==> src/hw/rtl/tsb_pkg.sv <==
package tsb_pkg;

  localparam int HALF_WIDTH   = 256;
  localparam int ROWS         = 256;
  localparam int MAX_SPRITE   = 32;
  localparam int SAVE_DEPTH   = 1024;
  localparam int STRIDE_BYTES = 2 * HALF_WIDTH;
  localparam int STRIDE_SHIFT = $clog2(STRIDE_BYTES);
  localparam int FRAME_BYTES  = STRIDE_BYTES * ROWS;
  localparam int FRAME_AW     = $clog2(FRAME_BYTES);
  localparam int SAVE_AW      = $clog2(SAVE_DEPTH);
  localparam logic [7:0] SHIELD_LIMIT = 8'd224;

  typedef enum logic [2:0] {
    KIND_WRITE  = 3'd0,
    KIND_READ   = 3'd1,
    KIND_BEGIN  = 3'd2,
    KIND_PIXEL  = 3'd3,
    KIND_UNDRAW = 3'd4
  } kind_t;

  typedef enum logic [2:0] {
    S_IDLE,
    S_PIX,
    S_UNDRAW,
    S_DRAIN,
    S_DONE
  } state_t;

  typedef struct packed {
    logic [2:0]          kind;
    logic [FRAME_AW-1:0] address;
    logic [8:0]          origin_x;
    logic [7:0]          origin_y;
    logic [5:0]          sprite_width;
    logic [5:0]          sprite_height;
    logic [7:0]          pixel;
    logic                shield;
  } item_t;

  typedef struct packed {
    logic [7:0] read_data;
    logic [2:0] crash_level;
    logic       sprite_done;
    logic       error;
  } result_t;

  typedef struct packed {
    logic                re;
    logic                we;
    logic [FRAME_AW-1:0] addr;
    logic [7:0]          wdata;
  } frame_req_t;

  typedef struct packed {
    logic               re;
    logic               we;
    logic [SAVE_AW-1:0] addr;
    logic [7:0]         wdata;
  } save_req_t;

  function automatic logic size_ok(input logic [5:0] w, input logic [5:0] h);
    logic [12:0] area;
    area = 13'(w) * 13'(h);
    return (w != 6'd0) && (h != 6'd0) && (7'(w) <= 7'(MAX_SPRITE)) &&
           (7'(h) <= 7'(MAX_SPRITE)) && (area <= 13'(SAVE_DEPTH));
  endfunction

  // row stride is a power of two, so the frame wrap is a truncation
  function automatic logic [FRAME_AW-1:0] cell_addr(input logic [7:0] row,
                                                    input logic [8:0] x,
                                                    input logic [5:0] col);
    logic [FRAME_AW+1:0] sum;
    sum = ((FRAME_AW+2)'(row) << STRIDE_SHIFT) + (FRAME_AW+2)'(x) + (FRAME_AW+2)'(col);
    return sum[FRAME_AW-1:0];
  endfunction

  function automatic logic [7:0] next_row(input logic [7:0] row);
    return (11'(row) >= 11'(ROWS - 1)) ? 8'd0 : row + 8'd1;
  endfunction

endpackage

==> src/hw/rtl/tsb_ctrl.sv <==
module tsb_ctrl (
  input  logic                clk,
  input  logic                rst,
  input  logic                in_valid,
  output logic                in_stall,
  input  tsb_pkg::item_t      item,
  input  logic                slot_free,
  output logic                res_valid,
  output tsb_pkg::result_t    res,
  output tsb_pkg::frame_req_t frame_req,
  input  logic [7:0]          frame_rdata,
  output tsb_pkg::save_req_t  save_req,
  input  logic [7:0]          save_rdata
);
  import tsb_pkg::*;

  state_t state, state_next;

  // draw state
  logic                drawing;
  logic [8:0]          base_x;
  logic [7:0]          row_cursor;
  logic [5:0]          column_count;
  logic [10:0]         pixel_count;
  logic [5:0]          size_w;
  logic [11:0]         area;
  logic [7:0]          hit_max;
  logic                shield_on;

  // current request
  logic [2:0]          kind_q;
  logic [7:0]          pix_q;
  logic [FRAME_AW-1:0] pix_addr_q;
  logic                err_q;
  logic                done_q;

  // undraw walker
  logic [7:0]          u_row;
  logic [8:0]          u_x;
  logic [5:0]          u_w;
  logic [5:0]          u_h;
  logic [5:0]          u_col;
  logic [5:0]          u_rows;
  logic [SAVE_AW-1:0]  u_idx;
  logic                wr_pending;
  logic [FRAME_AW-1:0] wr_addr;

  logic                accept;
  logic                pix_ok;
  logic                item_size_ok;
  logic [FRAME_AW-1:0] pix_addr;
  logic                hit;
  logic [7:0]          hit_max_next;
  logic                pix_last;
  logic                col_wrap;
  logic                last_issue;

  assign in_stall     = rst || (state != S_IDLE);
  assign accept       = in_valid && !in_stall;
  assign pix_ok       = drawing && (pixel_count < 11'(SAVE_DEPTH));
  assign item_size_ok = size_ok(item.sprite_width, item.sprite_height);
  assign pix_addr     = cell_addr(row_cursor, base_x, column_count);

  // collision: nonzero saved byte under a nonzero pixel; with shield on, bytes at or above SHIELD_LIMIT do not count
  assign hit = (pix_q != 8'd0) && (frame_rdata > hit_max) &&
               (!shield_on || (frame_rdata < SHIELD_LIMIT));
  assign hit_max_next = hit ? frame_rdata : hit_max;
  assign pix_last     = (12'(pixel_count) + 12'd1) >= area;
  assign col_wrap     = (7'(column_count) + 7'd1) >= 7'(size_w);
  assign last_issue   = (u_col == u_w - 6'd1) && (u_rows == u_h - 6'd1);

  always_comb begin
    state_next = state;
    unique case (state)
      S_IDLE: begin
        if (accept) begin
          unique case (item.kind)
            KIND_PIXEL:  state_next = pix_ok ? S_PIX : S_DONE;
            KIND_UNDRAW: state_next = item_size_ok ? S_UNDRAW : S_DONE;
            default:     state_next = S_DONE;
          endcase
        end
      end
      S_PIX:    state_next = slot_free ? S_IDLE : S_DONE;
      S_UNDRAW: state_next = last_issue ? S_DRAIN : S_UNDRAW;
      S_DRAIN:  state_next = slot_free ? S_IDLE : S_DONE;
      S_DONE:   state_next = slot_free ? S_IDLE : S_DONE;
      default:  state_next = S_IDLE;
    endcase
  end

  always_comb begin
    frame_req = '0;
    save_req  = '0;
    res_valid = 1'b0;
    res       = '0;
    unique case (state)
      S_IDLE: begin
        if (accept) begin
          unique case (item.kind)
            KIND_WRITE: begin
              frame_req.we    = 1'b1;
              frame_req.addr  = item.address;
              frame_req.wdata = item.pixel;
            end
            KIND_READ: begin
              frame_req.re   = 1'b1;
              frame_req.addr = item.address;
            end
            KIND_PIXEL: begin
              frame_req.re   = pix_ok;
              frame_req.addr = pix_addr;
            end
            default: ;
          endcase
        end
      end
      S_PIX: begin
        frame_req.we    = (pix_q != 8'd0);
        frame_req.addr  = pix_addr_q;
        frame_req.wdata = pix_q;
        save_req.we     = 1'b1;
        save_req.addr   = pixel_count[SAVE_AW-1:0];
        save_req.wdata  = frame_rdata;
        res_valid       = slot_free;
        res.crash_level = hit_max_next[7:5];
        res.sprite_done = pix_last;
      end
      S_UNDRAW: begin
        save_req.re     = 1'b1;
        save_req.addr   = u_idx;
        frame_req.we    = wr_pending;
        frame_req.addr  = wr_addr;
        frame_req.wdata = save_rdata;
      end
      S_DRAIN: begin
        frame_req.we    = 1'b1;
        frame_req.addr  = wr_addr;
        frame_req.wdata = save_rdata;
        res_valid       = slot_free;
        res.crash_level = hit_max[7:5];
        res.sprite_done = 1'b1;
      end
      S_DONE: begin
        res_valid       = slot_free;
        res.read_data   = (kind_q == KIND_READ) ? frame_rdata : 8'd0;
        res.crash_level = hit_max[7:5];
        res.sprite_done = done_q;
        res.error       = err_q;
      end
      default: ;
    endcase
  end

  always_ff @(posedge clk) begin
    if (rst) begin
      state        <= S_IDLE;
      drawing      <= 1'b0;
      base_x       <= '0;
      row_cursor   <= '0;
      column_count <= '0;
      pixel_count  <= '0;
      size_w       <= '0;
      area         <= '0;
      hit_max      <= '0;
      shield_on    <= 1'b0;
      wr_pending   <= 1'b0;
    end else begin
      state <= state_next;
      unique case (state)
        S_IDLE: begin
          if (accept) begin
            kind_q <= item.kind;
            pix_q  <= item.pixel;
            done_q <= 1'b0;
            err_q  <= 1'b0;
            unique case (item.kind)
              KIND_WRITE, KIND_READ: ;
              KIND_BEGIN: begin
                if (item_size_ok) begin
                  base_x       <= item.origin_x;
                  row_cursor   <= item.origin_y;
                  size_w       <= item.sprite_width;
                  area         <= 12'(item.sprite_width) * 12'(item.sprite_height);
                  shield_on    <= item.shield;
                  hit_max      <= '0;
                  column_count <= '0;
                  pixel_count  <= '0;
                  drawing      <= 1'b1;
                end else begin
                  err_q   <= 1'b1;
                  drawing <= 1'b0;
                end
              end
              KIND_PIXEL: begin
                pix_addr_q <= pix_addr;
                err_q      <= !pix_ok;
              end
              KIND_UNDRAW: begin
                if (item_size_ok) begin
                  u_row      <= item.origin_y;
                  u_x        <= item.origin_x;
                  u_w        <= item.sprite_width;
                  u_h        <= item.sprite_height;
                  u_col      <= '0;
                  u_rows     <= '0;
                  u_idx      <= '0;
                  wr_pending <= 1'b0;
                  drawing    <= 1'b0;
                end else begin
                  err_q <= 1'b1;
                end
              end
              default: err_q <= 1'b1;
            endcase
          end
        end
        S_PIX: begin
          hit_max     <= hit_max_next;
          pixel_count <= pixel_count + 11'd1;
          if (col_wrap) begin
            column_count <= '0;
            row_cursor   <= next_row(row_cursor);
          end else begin
            column_count <= column_count + 6'd1;
          end
          if (pix_last) begin
            drawing <= 1'b0;
          end
          done_q <= pix_last;
        end
        S_UNDRAW: begin
          // save read now, frame write of this entry in the next cycle
          wr_pending <= 1'b1;
          wr_addr    <= cell_addr(u_row, u_x, u_col);
          u_idx      <= u_idx + SAVE_AW'(1);
          if (u_col == u_w - 6'd1) begin
            u_col  <= '0;
            u_rows <= u_rows + 6'd1;
            u_row  <= next_row(u_row);
          end else begin
            u_col <= u_col + 6'd1;
          end
        end
        S_DRAIN: begin
          wr_pending <= 1'b0;
          done_q     <= 1'b1;
        end
        S_DONE: ;
        default: ;
      endcase
    end
  end

endmodule

==> config.mk <==
export PLATFORM = sky130hd
export DESIGN_NAME = tsb_ctrl
export DESIGN_NICKNAME = d
export VERILOG_FILES = /design/src/hw/rtl/tsb_pkg.sv /design/src/hw/rtl/tsb_ctrl.sv
export SDC_FILE = /design/constraint.sdc
export NUM_CORES = 1
export LEC_CHECK = 0
export BUFFER_PORTS_ARGS = -buffer_cell sky130_fd_sc_hd__clkbuf_2
export CORE_MARGIN = 4
export CORE_UTILIZATION = 50
export CTS_BUF_LIST = sky130_fd_sc_hd__clkbuf_4 sky130_fd_sc_hd__clkbuf_8
export CTS_CLUSTER_DIAMETER = 100
export DETAILED_ROUTE_END_ITERATION = 16
export PLACE_DENSITY = 0.71
export SYNTH_ARGS = -nofsm -noshare
export SYNTH_HDL_FRONTEND = slang
export SYNTH_SLANG_ARGS = --single-unit
==> constraint.sdc <==
create_clock -name clk -period 14.8 [get_ports clk]
set_clock_uncertainty 0.1 [all_clocks]
set_input_delay 3.7 -clock clk [delete_from_list [all_inputs] [get_ports clk]]
set_output_delay 3.7 -clock clk [all_outputs]
set_load 0.02 [all_outputs]
# Word level (Yosys, flattened, before mapping)
# Index checks and enable logic that the tools add are counted.
# op_classes
addsub	15
multipliers	2
order_cmp	10
n_eq_ne	21
muxes	71
bitwise	1
n_reduce_logical	40
# op_table
cell	count
8-bit two-way mux	17
26-bit one-hot mux with 4 select lines	1
6-bit two-way mux	8
8-bit one-hot mux with 2 select lines	3
10-bit one-hot mux with 2 select lines	2
6-bit one-hot mux with 2 select lines	3
17-bit by 6-bit adder with 17-bit output	2
17-bit by 9-bit adder with 17-bit output	2
17-bit one-hot mux with 2 select lines	1
11-bit two-way mux	3
10-bit two-way mux	3
27-bit two-way mux	1
5-bit AND reduction	5
6-bit by 6-bit multiplier with 12-bit output	2
11-bit one-hot mux with 2 select lines	1
6-bit by 1-bit adder with 6-bit output, second input constant	3
8-bit by 1-bit adder with 8-bit output, second input constant	2
8-bit greater-or-equal comparator, second input constant	2
4-bit AND reduction	4
1-bit two-way mux	15
11-bit by 1-bit adder with 12-bit output, second input constant	1
3-bit by 2-bit equality test with 1-bit output, second input constant	4
6-bit equality test	2
12-bit greater-or-equal comparator	1
36 further kinds	72
# word_totals
register_bits	164
in_bits	78
out_inout_bits	62
wordCells	185

# Logic depth before layout (Yosys ltp)
# Gate-level depths: netlist of the first run.
# depth
word_depth	9
ltp_mapped	17
mapped_depth_nobuf	15

# Least setup slack after synthesis of the first run
# Ideal clock, no wire load.
# synth_path
kind	input -> output
startpoint	input port rst
endpoint	output port frame_req[19] in the netlist's numbering
arrival_ns	5.913
t_required_ns	11.000
setup_slack_ns	5.087
path_stages	8
path_buffers	2
cell_sequence	clkbuf_1 -> inv_1 -> nand3_2 -> or3_1 -> inv_1 -> buf_1 -> nand3b_1 -> o221ai_1
# synth_rtl
item	line_no	rtl
from (decl)	tsb_ctrl.sv:3	input logic rst,
to (decl)	tsb_ctrl.sv:10	output tsb_pkg::frame_req_t frame_req,

==> run_results.csv, run 1 <==
group,metric,value,unit
worst_setup_path,cp_slowest_stage_delay,0.81,ns
pwr,seq_power_share,0.494,
synthesis,ys.flop_type,"edfxtp_1",
timing,relSlewSlack,0.294,
place,dp_hpwl,20500,µm
route,post_drt_wl_per_cell,17.8,µm
grt,grt_max_degree,65,
clock_network,post_cts_buffers,0,
clock_network,cts_hold_buffers,0,
worst_setup_path,cp_top_family,"buffers and inverters",
die,dieArea,23600,µm²
place,io_buffers,139,
pwr,p_int,706,µW
worst_setup_path,critical-path-slowest-cell,"inv_1",
timing,hold_viol_final,0,
pwr,pwr-share-comb,0.162,
place,place_ws,4.25,ns
status,status,"complete, no violations",
hold_path,min_delay_path_depth,2,
synthesis,synth_fp_nets,1299,
die,core,21000,µm²
place,globalplace.congestion,0.923,
grt,antenna_found_initial,0,
timing,slew_viol_final,0,
clock_network,cts_buffer_depth,2,
grt,grt_usage,0.232,
place,dpl_cell_area,11500,µm²
worst_setup_path,worst-path-stages,9,
hold_path,hp-class,"reg2reg",
die,die_h,154,µm
final_layout,area_growth,12.5,%
worst_setup_path,crit_chain,"clkbuf_2, buf_4, inv_1, nand3_2, or3_1, inv_1, nand3b_1, o221ai_1, clkbuf_2",
worst_setup_path,end_kind,"output port",
final_layout,layout.cells.most_common_list,"139 x clkbuf_2, 119 x nand2_1, 98 x edfxtp_1, 91 x inv_1, 88 x a21oi_1",
route,postRouteWirelength,27400,µm
synthesis,post_synth.cell_area_avg,9.35,µm²
clock_network,cts-root-buf,"clkbuf_8",
clock_network,htreeDepth,4,
synthesis,synth_area_leaders,"edfxtp_1 28%, dfxtp_1 12%, ha_1 7.9%",
synthesis,netlist_instances,1135,
clock_network,cts_tree,"yes",
timing,period_needed,10.59,ns
synthesis,ys_types,73,
route,dr.first_iter.drc_count,657,
timing,setup_ws,4.21,ns
grt,grt_pass1_vias,8576,
final_layout,fin_util,0.570,
timing,max_slew.worst_pin.slew,1.06,ns
route,first_pass_iters,5,
pwr,p_clk_frac,0.344,
route,dr_total_vias,8954,
synthesis,synth_top_area_share,0.277,
timing,rsz0062_at_grt,"no",
clock_network,cts_resized,0,
pwr,power_density,83.2,nW/µm²
pwr,p_sw,287,µW
clock_network,cts_buffers,17,
clock_network,numClockSinks,164,
route,drc,0,
worst_setup_path,arrival,6.79,ns
final_layout,fillers,1910,
final_layout,final_common_cell,"clkbuf_2",
synthesis,ys_seq_area_frac,0.402,
worst_setup_path,crit_path_max_fanout,64,
final_layout,drive_gt1_frac,0.159,
synthesis,synth_edf_count,98,
synthesis,synth_seq_cells,164,
route,viasPerCell,5.82,
timing,max_freq,94.4,MHz
die,ioPinCount,140,
timing,period_share,0.716,
job,drv_cap,0,
worst_setup_path,setup.worst_path.start_class,"input pin",
synthesis,synth_largest_area_cell,"edfxtp_1",
die,initial_core_util,0.506,
pwr,p_leak,4.90,nW
final_layout,n_antenna_cell,0,
die,die_w,154,µm
route,ant_nets,0,
die,rows,53,
synthesis,netlist_area,10600,µm²
grt,grt_pass1_wl,44200,µm
synthesis,synthArstFlopShare,0,
grt,overflow,0,
final_layout,stdcell_area,11900,µm²
pwr,swShare,0.289,
clock_network,clk_latency,0.47,ns
worst_setup_path,crit_buf_inv,5,
pwr,ir_drop,0.0000618,V
worst_setup_path,worst-setup-path-type,"in2out",
final_layout,final_nets,1415,
timing,setup_viol,0,
synthesis,yosysWarnings,0,
timing,fin_tns_setup,0,ns
worst_setup_path,worst_ep_required_time,11.00,ns
worst_setup_path,worst_r2r_path_depth,10,
clock_network,clkTransAtPathRegs,0.09,ns
[cell usage after synthesis, types with 9 or more instances]
cell,instances
nor3_1,22
xor2_1,41
and3_1,19
nor2_1,61
xnor2_1,44
nand3_1,51
nand2_1,119
a211oi_1,11
a22o_1,14
o211ai_1,12
a21oi_1,88
nor2b_1,14
nand2b_1,10
dfxtp_1,66
a21o_1,11
inv_1,92
fa_1,19
ha_1,67
clkbuf_1,40
and2_1,43
edfxtp_1,98
or3_1,9
or4_1,10
a222oi_1,18
o21ai_0,42
[sequential cells by signal, indices dropped and copies added, names as in the netlist, 3 cells and up]
name and count:
area 12, base_x 9, column_count 6, hit_max 8, kind_q 3, pix_addr_q 17
pix_q 8, pixel_count 11, row_cursor 8, size_w 6, state 3, u_col 6
u_h 6, u_idx 10, u_row 8, u_rows 6, u_w 6, u_x 9
wr_addr 17
[cells by family (layout without fill, tap and decap cells)]
kind of cell	Yosys count	count (layout)	share of synthesized area
AOI/OAI and AO/OA	259	259	0.167
xor gates and xnor gates	85	85	0.0701
adders and majority gates	86	86	0.115
buffers and inverters	144	273	0.0535
DFF	164	164	0.402
muxes	4	4	0.00377
and+or+nand+nor	393	393	0.189
[worst paths after layout]
check / from / slack [ns] / end
setup / recovery: rst / 4.21 / frame_req[19]
hold reg to reg: area[9] / 0.36 / area[9]
setup reg to reg: state[0] / 11.10 / row_cursor[0]
hold / removal: area[9] / 0.36 / area[9]
[power by group through the flow]
stage / Combinational (mW) / Clock, mW / Sequential (mW)
2_1_floorplan: 0.110 / 0 / 0.499
3_3_place_gp: 0.156 / 0 / 0.501
3_5_place_dp: 0.159 / 0 / 0.501
4_1_cts: 0.160 / 0.350 / 0.490
5_1_grt: 0.180 / 0.368 / 0.491
6_report: 0.161 / 0.342 / 0.490
[per-stage QoR]
step	hold slack [ns]	instances	total power, mW
3_5_place_dp	0.347	1507	0.659
2_1_floorplan	0.328	1135	0.609
3_3_place_gp	0.340	1507	0.657
4_1_cts	0.360	1539	1.00
6_report	0.357	1539	0.993
5_1_grt	0.378	1539	1.04
[worst register-to-register path, stage by stage, from the launching register on]
cell	delay, ns
dfxtp_1	0.56
nor2b_1	0.57
nand2_1	0.11
buf_4	0.28
inv_2	0.37
buf_4	0.54
nand2_1	0.12
a31oi_1	0.26
o21a_1	0.36
a211oi_1	0.09
a211oi_1	0.25
[metal layers]
| metal | global-route usage | wire (µm) |
|---|---|---|
| met1 | 0.316 | 12200 |
| met2 | 0.375 | 12500 |
| met3 | 0.0476 | 2200 |
| met4 | 0.0698 | 499 |
| met5 | 0 | 0 |
[cell type report]
class                      count  area [µm²]  area share
multi-input combinational    827        5800       0.486
sequential                   164        4260       0.357
clock buffer                  18         248      0.0207
clock inverter                14         166      0.0139
inverter                      92         345      0.0289
timing repair buffer         149         771      0.0645
tap                          275         344      0.0288
Power figures use the tool's default switching activity.
==> run 2, diff against run 1 <==
Settings changed: PLACE_DENSITY 0.71 to 0.73.
Clock period 14.8 ns to 9.6 ns, I/O delays scaled along.
==> run 2 against run 1 <==
  * Sequential power is 54% higher
  * Via count decreased by 0.22%
  * Die area unchanged
  * Register-to-register slack worse by 5.3 ns
  * Largest power group unchanged
==> run_results.csv, run 2 (synthesis results as in run 1) <==
group,metric,value,unit
final_layout,area_growth,12.1,%
worst_setup_path,crit_buf_inv,4,
route,ant_nets,0,
route,dr.first_iter.drc_count,788,
timing,fin_tns_setup,0,ns
worst_setup_path,cp_top_family,"buffers and inverters",
timing,setup_viol,0,
final_layout,layout.cells.most_common_list,"139 x clkbuf_2, 119 x nand2_1, 98 x edfxtp_1, 91 x inv_1, 88 x a21oi_1",
pwr,pwr-share-comb,0.164,
final_layout,top_regs,"pix_addr_q x17, wr_addr x17, area x12",
grt,grt_usage,0.231,
route,drc,0,
worst_setup_path,critical-path-slowest-cell,"inv_1",
clock_network,numClockSinks,164,
pwr,ir_drop,0.000109,V
place,place_ws,1.67,ns
clock_network,cts_hold_buffers,0,
route,postRouteWirelength,27900,µm
final_layout,final_nets,1415,
clock_network,cts_resized,0,
place,io_buffers,139,
timing,relSlewSlack,0.301,
die,core,21000,µm²
clock_network,cts-root-buf,"clkbuf_8",
worst_setup_path,worst-path-stages,8,
final_layout,fin_util,0.568,
pwr,p_clk_frac,0.326,
worst_setup_path,setup.worst_path.start_class,"input pin",
status,status,"complete, no violations",
clock_network,clk_latency,0.47,ns
route,post_drt_wl_per_cell,18.1,µm
timing,period_needed,7.56,ns
die,rows,53,
grt,grt_pass1_wl,44000,µm
pwr,swShare,0.290,
clock_network,cts_buffers,17,
die,ioPinCount,140,
clock_network,cts_buffer_depth,2,
timing,hold_viol_final,0,
worst_setup_path,arrival,5.06,ns
clock_network,post_cts_buffers,0,
hold_path,hp-class,"reg2reg",
final_layout,final_common_cell,"clkbuf_2",
pwr,totalPowerFinal,1.48,mW
die,die_h,154,µm
clock_network,clkTransAtPathRegs,0.08,ns
grt,overflow,0,
hold_path,min_delay_path_depth,2,
die,dieArea,23600,µm²
final_layout,drive_gt1_frac,0.159,
timing,rsz0062_at_grt,"no",
worst_setup_path,worst_r2r_path_depth,8,
timing,setup_ws,2.04,ns
grt,grt_pass1_vias,8313,
worst_setup_path,cp_slowest_stage_delay,0.80,ns
worst_setup_path,crit_path_max_fanout,30,
pwr,seq_power_share,0.510,
worst_setup_path,crit_chain,"clkbuf_2, inv_1, nand3_2, or3_1, inv_1, nand3b_1, o221ai_1, clkbuf_2",
die,initial_core_util,0.506,
clock_network,htreeDepth,4,
grt,grt_max_degree,71,
final_layout,n_antenna_cell,0,
worst_setup_path,worst-setup-path-type,"in2out",
grt,antenna_found_initial,0,
job,drv_cap,0,
pwr,p_leak,4.87,nW
worst_setup_path,r2r_slack,5.85,ns
pwr,power_density,125,nW/µm²
pwr,p_int,1.05,mW
place,dp_hpwl,20900,µm
worst_setup_path,end_kind,"output port",
timing,max_slew.worst_pin.slew,1.05,ns
worst_setup_path,worst_ep_required_time,7.10,ns
timing,period_share,0.788,
place,globalplace.congestion,0.858,
route,first_pass_iters,7,
timing,max_freq,132,MHz
pwr,p_sw,430,µW
clock_network,cts_tree,"yes",
timing,slew_viol_final,0,
route,dr_total_vias,8934,
die,die_w,154,µm
route,viasPerCell,5.81,
run 2: stage by stage:
stage          area [µm²]  hold slack (ns)  std cells
2_1_floorplan       10600            0.328       1135
3_3_place_gp        11500            0.340       1507
3_5_place_dp        11500            0.346       1507
4_1_cts             11900            0.359       1539
5_1_grt             11900            0.381       1539
6_report            11900            0.357       1539
run 2: power groups by stage:
stage / Clock, mW / Combinational (mW) / Sequential (mW)
floorplan: 0 / 0.170 / 0.769
global placement: 0 / 0.237 / 0.772
detailed placement: 0 / 0.241 / 0.772
CTS: 0.488 / 0.243 / 0.756
global route: 0.521 / 0.273 / 0.757
finish: 0.483 / 0.243 / 0.756
run 2: path summary, 6_finish.rpt:
check	startpoint	end
setup / recovery	rst	frame_req[19]
setup reg to reg	state[1]	state[0]
hold / removal	area[11]	area[11]
hold reg to reg	area[11]	area[11]
run 2: layout make-up:
cell class / instances / area [µm²]
repair buffers: 149 / 771
clock buffers: 18 / 241
multi-input cells: 827 / 5800
clock inverters: 14 / 126
well taps: 275 / 344
fillers: 1843 / 9060
flip-flops and latches: 164 / 4260
inverters: 92 / 345
run 2: worst reg2reg max path, stage by stage (launching register included):
cell and delay [ns]:
dfxtp_1 0.84, inv_1 0.31, or3_1 0.43, buf_4 0.25
inv_1 0.64, nand3_1 0.17, nor3_1 0.18, or4b_1 0.57
a21oi_1 0.19
run 2: routing by layer:
metal	wire [µm]	global-route usage
met1	12000	0.316
met2	12900	0.370
met3	2340	0.0504
met4	655	0.0681
met5	0	0
